### config.mk
export PLATFORM = sky130hd
export DESIGN_NAME = gap_framed_record_receiver_flat
export DESIGN_NICKNAME = d
export VERILOG_FILES = /design/src/design/gfr_pkg.sv /design/src/design/gfr_if.sv /design/src/design/gfr_front.sv /design/src/design/gfr_queue.sv /design/src/design/gfr_back.sv /design/src/design/gap_framed_record_receiver.sv /design/src/flat_wrapper.sv
export SDC_FILE = /design/constraint.sdc
export NUM_CORES = 1
export LEC_CHECK = 0
export ABC_AREA = 1
export BUFFER_PORTS_ARGS = -buffer_cell sky130_fd_sc_hd__buf_2
export CORE_MARGIN = 3
export CORE_UTILIZATION = 35
export DETAILED_ROUTE_END_ITERATION = 10
export HOLD_SLACK_MARGIN = 0.15
export PLACE_DENSITY = 0.57
export SYNTH_ARGS = -nofsm -noshare
export SYNTH_HDL_FRONTEND = slang
export SYNTH_SLANG_ARGS = --single-unit
export TNS_END_PERCENT = 10
### constraint.sdc
create_clock -name clk -period 16.3 [get_ports clk]
set_input_delay 2.445 -clock clk [delete_from_list [all_inputs] [get_ports clk]]
set_output_delay 2.445 -clock clk [all_outputs]
set_load 0.005 [all_outputs]
### src/design/gfr_pkg.sv
// Package with shared constants and types of the gap-framed record receiver.
`default_nettype none
package gfr_pkg;

    localparam int RECORD_BYTES        = 12;
    localparam int INDEX_W             = $clog2(RECORD_BYTES);
    localparam int QUEUE_DEPTH_DEFAULT = 4;
    localparam logic [15:0] GAP_THRESHOLD_RESET = 16'd312;

    // APB register map: one 32-bit register per word.
    localparam int PADDR_W  = 3;
    localparam logic REG_GAP_THRESHOLD = 1'b0;

    // One queued byte as classified by the front end.
    typedef struct packed {
        logic [7:0] data_byte;
        logic       gap;
    } gfr_entry_t;

    typedef enum logic [2:0] {
        CLS_DISCARD  = 3'd0,
        CLS_START    = 3'd1,
        CLS_CONTINUE = 3'd2,
        CLS_RESTART  = 3'd3,
        CLS_EARLY    = 3'd4
    } byte_class_t;

endpackage
`default_nettype wire

### src/design/gfr_if.sv
// Stream interfaces for the byte input channel and the record output channel.
`default_nettype none
interface gfr_in_if;
    logic        valid;
    logic        ready;
    logic [7:0]  data_byte;
    logic [15:0] idle_ticks;

    modport source (output valid, output data_byte, output idle_ticks, input ready);
    modport sink   (input valid, input data_byte, input idle_ticks, output ready);
endinterface

interface gfr_out_if;
    logic               valid;
    logic               ready;
    logic signed [15:0] mode;
    logic signed [31:0] value_a;
    logic signed [31:0] ratio_s;
    logic signed [15:0] tooth_count;
    logic [15:0]        error_count;
    logic [15:0]        start_sum;
    logic [15:0]        continue_sum;
    logic [15:0]        restart_sum;
    logic [15:0]        early_sum;

    modport source (output valid, output mode, output value_a, output ratio_s,
                    output tooth_count, output error_count, output start_sum,
                    output continue_sum, output restart_sum, output early_sum,
                    input ready);
    modport sink   (input valid, input mode, input value_a, input ratio_s,
                    input tooth_count, input error_count, input start_sum,
                    input continue_sum, input restart_sum, input early_sum,
                    output ready);
endinterface
`default_nettype wire

### src/design/gfr_front.sv
// Front end: threshold register on APB and gap detection of incoming bytes.
`default_nettype none
module gfr_front
    import gfr_pkg::*;
(
    input  wire logic               clk,
    input  wire logic               rst_n,
    gfr_in_if.sink                  in_ch,
    output logic                    push_valid,
    input  wire logic               push_ready,
    output gfr_entry_t              push_entry,
    input  wire logic               psel,
    input  wire logic               penable,
    input  wire logic               pwrite,
    input  wire logic [PADDR_W-1:0] paddr,
    input  wire logic [31:0]        pwdata,
    output logic [31:0]             prdata,
    output logic                    pready
);

    logic [15:0] threshold_reg;
    logic [15:0] threshold_next;
    logic        hit;

    assign hit    = (paddr[2] == REG_GAP_THRESHOLD);
    assign pready = 1'b1;
    assign prdata = hit ? {16'd0, threshold_reg} : 32'd0;

    always_comb
    begin
        threshold_next = threshold_reg;
        if (psel && penable && pwrite && hit)
        begin
            threshold_next = pwdata[15:0];
        end
    end

    always_ff @(posedge clk or negedge rst_n)
    begin
        if (!rst_n)
        begin
            threshold_reg <= GAP_THRESHOLD_RESET;
        end
        else
        begin
            threshold_reg <= threshold_next;
        end
    end

    // A byte is a gap byte when its idle time reaches the threshold.
    assign push_valid           = in_ch.valid;
    assign in_ch.ready          = push_ready;
    assign push_entry.data_byte = in_ch.data_byte;
    assign push_entry.gap       = (in_ch.idle_ticks >= threshold_reg);

endmodule
`default_nettype wire

### src/design/gfr_queue.sv
// Short register queue between the front end and the back end.
`default_nettype none
module gfr_queue
    import gfr_pkg::*;
#(
    parameter int DEPTH = QUEUE_DEPTH_DEFAULT
)
(
    input  wire logic        clk,
    input  wire logic        rst_n,
    input  wire logic        push_valid,
    output logic             push_ready,
    input  wire gfr_entry_t  push_entry,
    output logic             pop_valid,
    input  wire logic        pop_ready,
    output gfr_entry_t       pop_entry
);

    localparam int PTR_W = (DEPTH > 1) ? $clog2(DEPTH) : 1;
    localparam int CNT_W = $clog2(DEPTH + 1);
    localparam logic [PTR_W-1:0] LAST_PTR = PTR_W'(DEPTH - 1);
    localparam logic [CNT_W-1:0] FULL_CNT = CNT_W'(DEPTH);

    gfr_entry_t       slot_reg [DEPTH];
    logic [PTR_W-1:0] wr_ptr_reg, wr_ptr_next;
    logic [PTR_W-1:0] rd_ptr_reg, rd_ptr_next;
    logic [CNT_W-1:0] count_reg, count_next;
    logic             do_push, do_pop;

    assign push_ready = (count_reg != FULL_CNT);
    assign pop_valid  = (count_reg != '0);
    assign pop_entry  = slot_reg[rd_ptr_reg];
    assign do_push    = push_valid && push_ready;
    assign do_pop     = pop_valid && pop_ready;

    always_comb
    begin
        wr_ptr_next = wr_ptr_reg;
        rd_ptr_next = rd_ptr_reg;
        count_next  = count_reg;
        if (do_push)
        begin
            wr_ptr_next = (wr_ptr_reg == LAST_PTR) ? '0 : wr_ptr_reg + 1'b1;
        end
        if (do_pop)
        begin
            rd_ptr_next = (rd_ptr_reg == LAST_PTR) ? '0 : rd_ptr_reg + 1'b1;
        end
        if (do_push && !do_pop)
        begin
            count_next = count_reg + 1'b1;
        end
        else if (!do_push && do_pop)
        begin
            count_next = count_reg - 1'b1;
        end
    end

    always_ff @(posedge clk or negedge rst_n)
    begin
        if (!rst_n)
        begin
            wr_ptr_reg <= '0;
            rd_ptr_reg <= '0;
            count_reg  <= '0;
        end
        else
        begin
            wr_ptr_reg <= wr_ptr_next;
            rd_ptr_reg <= rd_ptr_next;
            count_reg  <= count_next;
        end
    end

    always_ff @(posedge clk)
    begin
        if (do_push)
        begin
            slot_reg[wr_ptr_reg] <= push_entry;
        end
    end

endmodule
`default_nettype wire

### src/design/gfr_back.sv
// Back end: frame tracking, record assembly, diagnostics and result register.
`default_nettype none
module gfr_back
    import gfr_pkg::*;
(
    input  wire logic        clk,
    input  wire logic        rst_n,
    input  wire logic        pop_valid,
    output logic             pop_ready,
    input  wire gfr_entry_t  pop_entry,
    gfr_out_if.source        out_ch
);

    localparam logic [INDEX_W-1:0] LAST_INDEX = INDEX_W'(RECORD_BYTES - 1);

    logic               discard_reg, discard_next;
    logic [INDEX_W-1:0] index_reg, index_next;
    logic [15:0]        errors_reg, errors_next;
    logic [15:0]        start_reg, start_next;
    logic [15:0]        cont_reg, cont_next;
    logic [15:0]        restart_reg, restart_next;
    logic [15:0]        early_reg, early_next;
    logic               out_valid_reg, out_valid_next;
    logic [7:0]         record_reg [RECORD_BYTES];
    logic [15:0]        weight;
    logic               pop;
    logic               complete;
    logic               store;
    logic [INDEX_W-1:0] store_index;
    byte_class_t        cls;

    assign pop_ready = !out_valid_reg || out_ch.ready;
    assign pop       = pop_valid && pop_ready;
    assign weight    = 16'd1 << index_reg;

    always_comb
    begin
        if (discard_reg)
        begin
            cls = CLS_DISCARD;
        end
        else if (index_reg == '0)
        begin
            cls = pop_entry.gap ? CLS_START : CLS_EARLY;
        end
        else
        begin
            cls = pop_entry.gap ? CLS_RESTART : CLS_CONTINUE;
        end
    end

    assign complete = (cls == CLS_CONTINUE) && (index_reg == LAST_INDEX);

    always_comb
    begin
        discard_next = discard_reg;
        index_next   = index_reg;
        errors_next  = errors_reg;
        start_next   = start_reg;
        cont_next    = cont_reg;
        restart_next = restart_reg;
        early_next   = early_reg;
        store        = 1'b0;
        store_index  = '0;
        unique case (cls)
            CLS_DISCARD:
            begin
                discard_next = 1'b0;
            end
            CLS_START:
            begin
                start_next = start_reg + 16'd1;
                store      = 1'b1;
                index_next = INDEX_W'(1);
            end
            CLS_CONTINUE:
            begin
                cont_next   = cont_reg + weight;
                store       = 1'b1;
                store_index = index_reg;
                index_next  = index_reg + 1'b1;
            end
            CLS_RESTART:
            begin
                restart_next = restart_reg + weight;
                errors_next  = errors_reg + 16'd1;
                store        = 1'b1;
                index_next   = INDEX_W'(1);
            end
            CLS_EARLY:
            begin
                early_next  = early_reg + 16'd1;
                errors_next = errors_reg + 16'd1;
            end
            default:
            begin
                discard_next = discard_reg;
            end
        endcase
    end

    assign out_valid_next = (out_valid_reg && !out_ch.ready) || (pop && complete);

    always_ff @(posedge clk or negedge rst_n)
    begin
        if (!rst_n)
        begin
            discard_reg   <= 1'b1;
            index_reg     <= '0;
            errors_reg    <= '0;
            start_reg     <= '0;
            cont_reg      <= '0;
            restart_reg   <= '0;
            early_reg     <= '0;
            out_valid_reg <= 1'b0;
        end
        else
        begin
            out_valid_reg <= out_valid_next;
            if (pop)
            begin
                if (complete)
                begin
                    // A finished record clears all counters and drops the next byte.
                    discard_reg <= 1'b1;
                    index_reg   <= '0;
                    errors_reg  <= '0;
                    start_reg   <= '0;
                    cont_reg    <= '0;
                    restart_reg <= '0;
                    early_reg   <= '0;
                end
                else
                begin
                    discard_reg <= discard_next;
                    index_reg   <= index_next;
                    errors_reg  <= errors_next;
                    start_reg   <= start_next;
                    cont_reg    <= cont_next;
                    restart_reg <= restart_next;
                    early_reg   <= early_next;
                end
            end
        end
    end

    always_ff @(posedge clk)
    begin
        if (pop && store)
        begin
            record_reg[store_index] <= pop_entry.data_byte;
        end
        if (pop && complete)
        begin
            // The last byte is taken straight from the queue entry.
            out_ch.mode         <= {record_reg[1], record_reg[0]};
            out_ch.value_a      <= {record_reg[5], record_reg[4], record_reg[3],
                                    record_reg[2]};
            out_ch.ratio_s      <= {record_reg[9], record_reg[8], record_reg[7],
                                    record_reg[6]};
            out_ch.tooth_count  <= {pop_entry.data_byte, record_reg[10]};
            out_ch.error_count  <= errors_next;
            out_ch.start_sum    <= start_next;
            out_ch.continue_sum <= cont_next;
            out_ch.restart_sum  <= restart_next;
            out_ch.early_sum    <= early_next;
        end
    end

    assign out_ch.valid = out_valid_reg;

`ifndef SYNTHESIS
    a_index_range: assert property (@(posedge clk) disable iff (!rst_n)
        index_reg <= LAST_INDEX)
        else $error("byte index beyond record length");

    a_complete_clears: assert property (@(posedge clk) disable iff (!rst_n)
        (pop && complete) |=> (discard_reg && index_reg == '0 && out_valid_reg))
        else $error("completed record did not clear frame state");

    a_discard_clean: assert property (@(posedge clk) disable iff (!rst_n)
        discard_reg |-> (index_reg == '0 && errors_reg == '0 && cont_reg == '0))
        else $error("counters not clear while a discard is pending");

    a_no_overwrite: assert property (@(posedge clk) disable iff (!rst_n)
        (out_valid_reg && !out_ch.ready) |-> !pop)
        else $error("queue popped while a stalled result is held");
`endif

endmodule
`default_nettype wire

### src/design/gap_framed_record_receiver.sv
// Top level of the gap-framed record receiver: front end, queue and back end.
//
// Usage: each input transaction on in_ch carries one received byte and the idle
// timer ticks seen before it. A byte whose idle time is at or above the
// gap_threshold register (APB address 0, reset value 312) marks a frame start.
// Twelve bytes of one frame form a little-endian record; when the twelfth byte
// is processed one output transaction on out_ch carries mode, value_a, ratio_s,
// tooth_count and the diagnostic counters. All other bytes produce no output.
// After reset and after every completed record the next byte is dropped and
// all counters start from zero.
// Throughput is one byte per cycle while no untaken result is held. The
// front end compares the idle time to the threshold and writes into a small
// register queue; the back end takes one entry per cycle from it unless it
// is stopped. The last byte is first written into the queue; the edge that
// pops it from the queue loads the result register and raises out_ch.valid.
// While the result register holds an untaken result the back end stops, the
// queue fills and in_ch.ready falls once it is full; in_ch.ready never depends
// on out_ch.ready combinationally. Reset empties the queue, clears the result
// valid and sets the threshold back to its reset value.
`default_nettype none
module gap_framed_record_receiver
    import gfr_pkg::*;
#(
    parameter int QUEUE_DEPTH = QUEUE_DEPTH_DEFAULT
)
(
    input  wire logic               clk,
    input  wire logic               rst_n,
    gfr_in_if.sink                  in_ch,
    gfr_out_if.source               out_ch,
    input  wire logic               psel,
    input  wire logic               penable,
    input  wire logic               pwrite,
    input  wire logic [PADDR_W-1:0] paddr,
    input  wire logic [31:0]        pwdata,
    output logic [31:0]             prdata,
    output logic                    pready
);

    // Handshake between the front end and the queue.
    logic       push_valid;
    logic       push_ready;
    gfr_entry_t push_entry;

    // Handshake between the queue and the back end.
    logic       pop_valid;
    logic       pop_ready;
    gfr_entry_t pop_entry;

    gfr_front u_front (
        .clk        (clk),
        .rst_n      (rst_n),
        .in_ch      (in_ch),
        .push_valid (push_valid),
        .push_ready (push_ready),
        .push_entry (push_entry),
        .psel       (psel),
        .penable    (penable),
        .pwrite     (pwrite),
        .paddr      (paddr),
        .pwdata     (pwdata),
        .prdata     (prdata),
        .pready     (pready)
    );

    gfr_queue #(
        .DEPTH (QUEUE_DEPTH)
    ) u_queue (
        .clk        (clk),
        .rst_n      (rst_n),
        .push_valid (push_valid),
        .push_ready (push_ready),
        .push_entry (push_entry),
        .pop_valid  (pop_valid),
        .pop_ready  (pop_ready),
        .pop_entry  (pop_entry)
    );

    gfr_back u_back (
        .clk       (clk),
        .rst_n     (rst_n),
        .pop_valid (pop_valid),
        .pop_ready (pop_ready),
        .pop_entry (pop_entry),
        .out_ch    (out_ch)
    );

endmodule
`default_nettype wire
### src/flat_wrapper.sv
// flat-port wrapper written by rule: the top's interface ports become plain ports
module gap_framed_record_receiver_flat import gfr_pkg::*;
#(
    parameter int QUEUE_DEPTH = QUEUE_DEPTH_DEFAULT
)
  (clk, rst_n, psel, penable, pwrite, paddr, pwdata, prdata, pready, in_ch_valid, in_ch_data_byte, in_ch_idle_ticks, in_ch_ready, out_ch_valid, out_ch_mode, out_ch_value_a, out_ch_ratio_s, out_ch_tooth_count, out_ch_error_count, out_ch_start_sum, out_ch_continue_sum, out_ch_restart_sum, out_ch_early_sum, out_ch_ready);
  gfr_in_if in_ch_i ();
  gfr_out_if out_ch_i ();
  input  wire logic clk;
  input  wire logic rst_n;
  input  wire logic psel;
  input  wire logic penable;
  input  wire logic pwrite;
  input  wire logic [PADDR_W-1:0] paddr;
  input  wire logic [31:0] pwdata;
  output logic [31:0] prdata;
  output logic pready;
  input wire logic [$bits(in_ch_i.valid)-1:0] in_ch_valid;
  input wire logic [$bits(in_ch_i.data_byte)-1:0] in_ch_data_byte;
  input wire logic [$bits(in_ch_i.idle_ticks)-1:0] in_ch_idle_ticks;
  output wire logic [$bits(in_ch_i.ready)-1:0] in_ch_ready;
  output wire logic [$bits(out_ch_i.valid)-1:0] out_ch_valid;
  output wire logic [$bits(out_ch_i.mode)-1:0] out_ch_mode;
  output wire logic [$bits(out_ch_i.value_a)-1:0] out_ch_value_a;
  output wire logic [$bits(out_ch_i.ratio_s)-1:0] out_ch_ratio_s;
  output wire logic [$bits(out_ch_i.tooth_count)-1:0] out_ch_tooth_count;
  output wire logic [$bits(out_ch_i.error_count)-1:0] out_ch_error_count;
  output wire logic [$bits(out_ch_i.start_sum)-1:0] out_ch_start_sum;
  output wire logic [$bits(out_ch_i.continue_sum)-1:0] out_ch_continue_sum;
  output wire logic [$bits(out_ch_i.restart_sum)-1:0] out_ch_restart_sum;
  output wire logic [$bits(out_ch_i.early_sum)-1:0] out_ch_early_sum;
  input wire logic [$bits(out_ch_i.ready)-1:0] out_ch_ready;
  assign in_ch_i.valid = in_ch_valid;
  assign in_ch_i.data_byte = in_ch_data_byte;
  assign in_ch_i.idle_ticks = in_ch_idle_ticks;
  assign in_ch_ready = in_ch_i.ready;
  assign out_ch_valid = out_ch_i.valid;
  assign out_ch_mode = out_ch_i.mode;
  assign out_ch_value_a = out_ch_i.value_a;
  assign out_ch_ratio_s = out_ch_i.ratio_s;
  assign out_ch_tooth_count = out_ch_i.tooth_count;
  assign out_ch_error_count = out_ch_i.error_count;
  assign out_ch_start_sum = out_ch_i.start_sum;
  assign out_ch_continue_sum = out_ch_i.continue_sum;
  assign out_ch_restart_sum = out_ch_i.restart_sum;
  assign out_ch_early_sum = out_ch_i.early_sum;
  assign out_ch_i.ready = out_ch_ready;
  gap_framed_record_receiver #(.QUEUE_DEPTH(QUEUE_DEPTH)) u_core (.clk(clk), .rst_n(rst_n), .in_ch(in_ch_i), .out_ch(out_ch_i), .psel(psel), .penable(penable), .pwrite(pwrite), .paddr(paddr), .pwdata(pwdata), .prdata(prdata), .pready(pready));
endmodule
Yosys cells after proc, flatten, opt, wreduce, memory -nomap -nowiden
Memories as Yosys holds them, arrays and structs flattened. A register that Yosys moved wholly into a read port is not among the register bits.
Cells that the tools add are included.
Cells by class
  add/sub/neg operators: 10
  $lt $le $gt $ge: 1
  shift operators: 1
  reduce and logical (&&, ||, !) cells: 28
  equality and inequality tests: 8
  bitwise logic cells: 1
  muxes and demuxes: 29
Operators by type and width (number)
  two-way mux 16 bit: 11
  adder 16 x 1 -> 16 bit, second input constant: 3
  adder 16 bit: 2
  >= comparator 16 bit: 1
  left shift 1 x 4 -> 16 bit, first input constant: 1
  two-way mux 3 bit: 5
  logical AND 1 bit: 11
  two-way mux 1 bit: 8
  two-way mux 4 bit: 2
  one-hot mux 4 bit (2 select lines): 1
  equality test 3 x 2 -> 1 bit, second input constant: 2
  nonzero test 3 bit: 2
  adder 2 x 1 -> 2 bit, second input constant: 2
  adder 4 x 1 -> 4 bit, second input constant: 1
  equality test 2 bit, second input constant: 2
  equality test 4 bit, second input constant: 1
  logical NOT 1 bit: 4
  logical NOT 4 bit: 1
  two-way mux 2 bit: 2
  AND reduction 2 bit: 2
  nonzero test 2 bit: 2
  OR reduction 2 bit: 2
  adder 3 x 1 -> 3 bit, second input constant: 1
  equality test 3 x 1 -> 1 bit, second input constant: 1
  other kinds (7): 8
Storage, ports and cells
  register bits after elaboration: 205
  bits in writable memories: 132
  memories: 2
  bits of input ports: 66
Memory list
  u_core.u_back.record_reg: words 12, width 8, rd ports 11, clocked after memory_dff 11, write ports 1, RTL line gfr_back.sv:24  | logic [7:0] record_reg [RECORD_BYTES];
  u_core.u_queue.slot_reg: words 4, width 9, rd ports 1, clocked after memory_dff 0, write ports 1, RTL line gfr_queue.sv:24  | gfr_entry_t slot_reg [DEPTH];

Longest topological paths before layout
Gate-level depths: netlist (run 1).
An unclocked memory read counts as a cell.
  depth in word-level cells: 10
  mapped depth: 19
  gate-level depth less buffers: 19

Modules after synthesis
A second synthesis (run 1) with hierarchy kept.
Second synthesis, totals
  cells, all modules: 1666
  area total of the unflattened synthesis: 18302.6 µm²
By module, submodules not included
  gfr_back: cells each 1333, times used 1, area each 14934.3 µm²
  gfr_queue: cells each 163, times used 1, area each 1983.2 µm²
  gfr_front: cells each 170, times used 1, area each 1385.1 µm²

Worst setup path after synthesis (run 1)
Ideal clock, no wire load.
  kind: input -> register
  from: input out_ch_ready
  to: register u_core.u_back.out_ch.mode[0] (netlist: out_ch_mode[0]), read port of u_core.u_back.record_reg (enable)
  setup time: 0.714 ns
  buffers on the path: 1
  arrival: 10.525 ns
  stages: 5
  data required time: 15.586 ns
  slack: 5.060 ns
  cells stage by stage: nor2_1 -> a31oi_1 -> inv_1 -> clkbuf_1 -> nor2_1
On the way
  longest elaborated chain between the ends: 3
RTL lines
  start: declaration: RTL line flat_wrapper.sv:32  | input wire logic [$bits(out_ch_i.ready)-1:0] out_ch_ready;
  logical OR 1 bit: RTL line gfr_back.sv:32  | assign pop_ready = !out_valid_reg || out_ch.ready;
  logical AND 1 bit: RTL line gfr_back.sv:33  | assign pop = pop_valid && pop_ready;
  logical AND 1 bit: RTL line gfr_back.sv:153  | if (pop && complete)
  end: declaration: RTL line gfr_if.sv:26  | modport source (output valid, output mode, output value_a, output ratio_s,
Every way passes these cells.
A chain may end at the register's enable or synchronous reset.

Final worst setup path (run 1)
  from: input paddr[2]
  to: output prdata[9]
On the way
  longest elaborated chain between the ends: 1
RTL lines
  start: declaration: RTL line flat_wrapper.sv:14  | input wire logic [PADDR_W-1:0] paddr;
  two-way mux 16 bit: RTL line gfr_front.sv:27  | assign prdata = hit ? {16'd0, threshold_reg} : 32'd0;
  end: declaration: RTL line flat_wrapper.sv:16  | output logic [31:0] prdata;
Every way passes these cells.

==> results of run 1 <==
[layer usage]
| metal | track usage | vias to the layer above | share of wire |
|---|---|---|---|
| li1 | - | 5957 | - |
| met1 | 0.207 | 5888 | 0.44 |
| met2 | 0.267 | 264 | 0.50 |
| met3 | 0.0308 | 61 | 0.047 |
| met4 | 0.0389 | 2 | 0.019 |
| met5 | 0 | - | 0.00030 |
[critical path: stages]
cell and delay, ns:
buf_2 0.28, nor2_1 0.09, buf_2 0.14
[where the power goes]
group / internal (W) / leakage, nW / total, W / switching, W
combinational: 0.000333 / 4.38 / 0.00113 / 0.000795
clock: 0.000652 / 0.771 / 0.00108 / 0.000426
sequential: 0.00139 / 4.08 / 0.00148 / 0.0000926
[cell usage after synthesis (all sizes together)]
cell type / n
fa: 1
a21oi: 42
nor2: 158
edfxtp: 300
nand3: 104
dfstp: 5
dfrtp: 104
ha: 41
inv: 180
and2: 17
nand4: 21
o21ai: 83
o31ai: 1
a31oi: 2
xor2: 48
clkbuf: 18
conb: 2
o21bai: 5
o211ai: 1
xnor2: 7
nor3: 18
a22o: 9
nand2: 375
or2: 9
a21boi: 13
a211oi: 1
o221ai: 1
o21a: 4
clkinv: 1
buf: 38
o22ai: 20
[how the worst min path moves through the flow]
stage | cells after the start | startpoint | slack (ns) | end
floorplan | 0 | u_core.u_back.record_reg[0][0] | 0.40 | out_ch_mode[0]
global placement | 0 | u_core.u_back.record_reg[0][2] | 0.40 | out_ch_mode[2]
detailed placement | 0 | u_core.u_back.record_reg[1][5] | 0.40 | out_ch_mode[13]
CTS | 0 | u_core.u_back.record_reg[9][4] | 0.42 | out_ch_ratio_s[28]
global route | 0 | u_core.u_back.record_reg[4][3] | 0.42 | out_ch_value_a[19]
finish | 0 | u_core.u_back.record_reg[5][7] | 0.41 | out_ch_value_a[31]
[cell usage in the layout, fill, tap and decap left out, types with 18 or more instances in the layout]
master     count
dfrtp_1      104
ha_1          41
o21ai_0       81
xor2_1        48
o22ai_1       18
nand4_1       21
a21oi_1       40
nand3_1       95
buf_2        240
nand2_1      368
clkbuf_16     45
edfxtp_1     300
nor2_1       149
inv_1        170
[metrics by stage]
stage | utilization | hold WS, ns | total power (W) | std cells | instance area [um^2]
2_1_floorplan | - | 0.400 | 0.00228 | 1644 | 17900
3_3_place_gp | 0.393 | 0.401 | 0.00261 | 2513 | 19800
3_5_place_dp | 0.393 | 0.405 | 0.00264 | 2513 | 19800
4_1_cts | 0.425 | 0.417 | 0.00374 | 2595 | 21400
5_1_grt | 0.425 | 0.424 | 0.00394 | 2595 | 21400
6_report | 0.425 | 0.414 | 0.00368 | 2596 | 21400
[cells by family after synthesis]
kind of cell / count (synthesis)
AO/OA/AOI/OAI: 182
XOR/XNOR: 55
adder cells (fa/ha/maj): 42
buffers and inverters: 237
flip-flops: 409
other: 2
AND/OR/NAND/NOR: 702
[final cells by class]
type | count | share of cell area
Sequential cell | 409 | 0.550
Multi-Input combinational cell | 998 | 0.244
Timing Repair Buffer | 253 | 0.0608
Clock buffer | 53 | 0.0555
Tap cell | 672 | 0.0394
Inverter | 181 | 0.0321
Clock inverter | 29 | 0.0187
Antenna cell | 1 | 0.000117
==> impl_metrics.env, run 1 <==
export IMPL_largest_reg_flops=88
export IMPL_insertion_delay_ns=0.58
export IMPL_final_setup_viol_count=0
export IMPL_hold_class="reg -> reg"
export IMPL_wl_per_cell_um=16.5
export IMPL_r2r_end="u_core.u_back.out_ch.continue_sum[3]"
export IMPL_synth_seq_cells=409
export IMPL_cts_sinks=409
export IMPL_synthCells=1629
export IMPL_min_period_ns=5.40
export IMPL_first_global_vias=11900
export IMPL_avgSynthCellArea_um2=11.0
export IMPL_yosys_area_top_type="edfxtp_1"
export IMPL_rsz0062_at_grt="false"
export IMPL_grt_max_degree=77
export IMPL_synthTopCellsByArea="edfxtp_1 (50%), dfrtp_1 (15%), nand2_1 (7.7%)"
export IMPL_cts_resized=0
export IMPL_post_drt_via_cell_ratio=4.69
export IMPL_crit_required_ns=13.86
export IMPL_htreeDepth=2
export IMPL_die_area_um2=53800
export IMPL_grt_pass1_wl_mm=66.4
export IMPL_fillerInstances=4889
export IMPL_fmax_mhz=185
export IMPL_tightest_slew_ns=1.24
export IMPL_startpoint="paddr[2]"
export IMPL_die_w_um=232
export IMPL_seqCellArea_um2=11700
export IMPL_synthSimpleGateAreaFrac=0.171
export IMPL_gp_congestion=0.890
export IMPL_drc_errors=0
export IMPL_critPathCapture="prdata[9]"
export IMPL_setup_slack_ns=10.90
export IMPL_cts_setup_buffers=0
export IMPL_reg2reg_depth=11
export IMPL_vias=12200
export IMPL_portBuffers=241
export IMPL_num_io_pins=277
export IMPL_multi_input_area_um2=5210
export IMPL_numCtsBuffers=44
export IMPL_clock_root_buffer="clkbuf_16"
export IMPL_timing_rr_start="u_core.u_back.index_reg[3]"
export IMPL_synth_top_area_frac=0.504
export IMPL_cts_tree="built"
export IMPL_synth_top_family_by_area="simple AND/OR/NAND/NOR gates"
export IMPL_drv_cap=0
export IMPL_synth_area_mux_share=0
export IMPL_fin_skew_ns=0.0214
export IMPL_startpoint_type="input port"
export IMPL_ys_warn_count=0
export IMPL_path_class="in -> out"
export IMPL_hold_viol=0
export IMPL_core_um2=50300
export IMPL_routed_wl_mm=42.7
export IMPL_synth_xor_area_frac=0.0270
export IMPL_final_antenna_net_count=0
export IMPL_synth_compound_area_share=0.0585
export IMPL_yosys_area_share_adder=0.0298
export IMPL_grt_usage=0.157
export IMPL_path_max_fanout=17
export IMPL_regToRegSetupSlack_ns=11.69
export IMPL_peakVddDrop_mv=0.0813
export IMPL_worstPathArrival_ns=2.96
export IMPL_dp_slack_ns=10.35
export IMPL_p_leak_nw=9.23
export IMPL_drive_gt1_frac=0.200
export IMPL_status="finished clean"
export IMPL_syn_area_um2=17900
export IMPL_relSlewSlack=0.175
export IMPL_seq_area_frac_synth=0.657
export IMPL_start_util=0.355
export IMPL_path_clk_slew_ns=0.06
export IMPL_overflow=0
export IMPL_nets=1995
export IMPL_row_count=82
export IMPL_setup_tns_ns=0
export IMPL_clk_path_buf_depth=3
export IMPL_drt_initial_drc_count=732
export IMPL_period_share=0.331
export IMPL_slew_violations=0
export IMPL_critPathCaptureType="primary output"
export IMPL_ctsHoldBuffers=0
export IMPL_dr_pass1_iters=7
export IMPL_yosysUniqueCellTypes=46
export IMPL_fp_dieH_um=232
export IMPL_syn_to_final_growth_pct=19.6
export IMPL_hpwl_mm=28.8
export IMPL_grt_antenna_before_repair=3
export IMPL_p_per_area_nw_per_um2=172
Note: power is estimated with default switching activity, not from simulation.
==> inputs of run 2 (changes only) <==
Settings changed: PLACE_DENSITY 0.57 to 0.59.
Clock period 16.3 ns to 4.8 ns, I/O delays scaled along.
==> run 2 against run 1 <==
Effect of this change:
- routed wire length fell by 0.45%
- first-iteration DRC count decreased by 4.0%
- critical path depth is 13 higher
- register-to-register slack got worse by 11 ns
- combinational power rose to 3.5 times the previous value
- worst hold slack worse by 0.045 ns
- non-clock buffer count grew 9
- setup slack lost 9.8 ns
- core utilization fell by 0.10 points
- clock power rose to 3.1 times the previous value
- critical path type is now reg -> reg
- largest power group unchanged
==> impl_metrics.env, run 2 (synthesis results as in run 1) <==
export IMPL_status="finished clean"
export IMPL_final_common_cell="nand2_1"
export IMPL_tightest_slew_ns=0.957
export IMPL_peakVddDrop_mv=0.280
export IMPL_regToRegSetupSlack_ns=1.10
export IMPL_post_drt_via_cell_ratio=4.69
export IMPL_insertion_delay_ns=0.57
export IMPL_startpoint_type="register"
export IMPL_startpoint="u_core.u_back.index_reg[1]"
export IMPL_fp_dieH_um=232
export IMPL_r2r_end="u_core.u_back.early_reg[14]"
export IMPL_ctsHoldBuffers=1
export IMPL_p_per_area_nw_per_um2=575
export IMPL_path_max_fanout=30
export IMPL_crit_required_ns=5.25
export IMPL_drt_initial_drc_count=703
export IMPL_cts_setup_buffers=0
export IMPL_design_area_um2=21300
export IMPL_hold_class="in -> reg"
export IMPL_gp_congestion=0.880
export IMPL_nets=2005
export IMPL_drv_cap=0
export IMPL_grt_antenna_before_repair=2
export IMPL_min_to="u_core.u_back.out_ch.valid"
export IMPL_start_util=0.355
export IMPL_cts_resized=0
export IMPL_grt_pass1_wl_mm=66.0
export IMPL_hold_viol=0
export IMPL_cp_top_family="simple AND/OR/NAND/NOR gates"
export IMPL_first_global_vias=12000
export IMPL_dpl_cell_area_um2=19900
export IMPL_slowest_stage="dfrtp_1"
export IMPL_setup_tns_ns=0
export IMPL_rsz0062_at_grt="false"
export IMPL_final_cell_mix="nand2_1 (368), edfxtp_1 (300), buf_2 (240)"
export IMPL_slew_violations=0
export IMPL_grt_usage=0.156
export IMPL_clock_root_buffer="clkbuf_16"
export IMPL_crit_chain="inv_1 > ha_1 > inv_2 > nor2_2 > nand2_1 > inv_2 > nor2_4 > inv_6 > nor2_8 > inv_2 > nor3_4 > nand2_2 > nand2_2 > inv_2 > buf_4 > a22o_1"
export IMPL_numCtsBuffers=45
export IMPL_routed_wl_mm=42.5
export IMPL_hpwl_mm=29.4
export IMPL_fmax_mhz=270
export IMPL_critPathBufInv=7
export IMPL_path_clk_slew_ns=0.06
export IMPL_row_count=82
export IMPL_timing_rr_start="u_core.u_back.index_reg[1]"
export IMPL_grt_max_degree=111
export IMPL_path_class="reg -> reg"
export IMPL_period_share=0.772
export IMPL_cts_sinks=409
export IMPL_core_um2=50300
export IMPL_final_antenna_net_count=0
export IMPL_diodes=0
export IMPL_fin_skew_ns=0.0147
export IMPL_largest_reg_flops=88
export IMPL_clk_path_buf_depth=3
export IMPL_drc_errors=0
export IMPL_whs_path_depth=2
export IMPL_hold_start="out_ch_ready"
export IMPL_critPathCaptureType="register"
export IMPL_crit_top_cell="inv_2"
export IMPL_wl_per_cell_um=16.3
export IMPL_portBuffers=241
export IMPL_die_area_um2=53800
export IMPL_cts_tree="built"
export IMPL_vias=12200
export IMPL_final_setup_viol_count=0
export IMPL_min_period_ns=3.70
export IMPL_worstPathArrival_ns=4.16
export IMPL_die_w_um=232
export IMPL_cp_slowest_stage_delay_ns=0.43
export IMPL_dr_pass1_iters=5
export IMPL_reg2reg_depth=16
export IMPL_syn_to_final_growth_pct=19.3
export IMPL_drive_gt1_frac=0.201
export IMPL_num_io_pins=277
export IMPL_htreeDepth=2
export IMPL_overflow=0
export IMPL_relSlewSlack=0.359
export IMPL_p_leak_nw=9.21
## run 2: cell count changes in the layout (fill, tap and decap cells not counted), sizes merged
cell,change
clkbuf,+3
inv,+1
clkinvlp,+2
dlygate4sd3,+1
diode,-1
buf,+8
bufinv,-6
## run 2: layout make-up
cell class / instances / area [um^2]
clock buffer: 56 / 1230
clock inverter: 26 / 209
fill: 4830 / 29000
inverter: 181 / 686
multi-input combinational: 998 / 5200
sequential: 409 / 11700
tap: 672 / 841
timing repair buffer: 262 / 1410
## run 2: worst max path at each step
stage | to | slack, ns | depth (start not counted)
3_5_place_dp | u_core.u_back.early_reg[14] | 1.07 | 16
3_3_place_gp | u_core.u_back.early_reg[14] | 1.17 | 16
5_1_grt | u_core.u_back.early_reg[14] | 0.79 | 16
6_report | u_core.u_back.early_reg[14] | 1.10 | 16
4_1_cts | u_core.u_back.early_reg[14] | 1.06 | 16
2_1_floorplan | out_ch_mode[0] | 0.19 | 13
## run 2: metal layers
layer,global-route usage,wire (um)
met4,0.0432,833
met3,0.0291,2100
met2,0.259,20500
met5,0,7
met1,0.211,19100
## run 2: worst register-to-register path, cell delays in order, from the launching register on
cell and delay, ns:
dfrtp_1 0.43, inv_1 0.14, ha_1 0.29, inv_2 0.09, nor2_2 0.06, nand2_1 0.08
inv_2 0.07, nor2_4 0.13, inv_6 0.06, nor2_8 0.34, inv_2 0.25, nor3_4 0.20
nand2_2 0.17, nand2_2 0.37, inv_2 0.37, buf_4 0.33, a22o_1 0.22
## run 2: where the power goes
part / total, W / internal [W] / switching (W)
sequential: 0.00499 / 0.00471 / 0.000283
combinational: 0.00394 / 0.00118 / 0.00277
clock: 0.00333 / 0.00193 / 0.00140
## run 2: stage by stage
stage | cells | total power [W] | hold slack [ns] | worst slack, ns | util
2_1_floorplan | 1644 | 0.00775 | 0.400 | 0.186 | -
3_3_place_gp | 2521 | 0.00894 | 0.401 | 1.17 | 0.395
3_5_place_dp | 2521 | 0.00906 | 0.405 | 1.07 | 0.395
4_1_cts | 2604 | 0.0124 | 0.328 | 1.06 | 0.424
5_1_grt | 2604 | 0.0131 | 0.349 | 0.789 | 0.424
6_report | 2604 | 0.0123 | 0.369 | 1.10 | 0.424
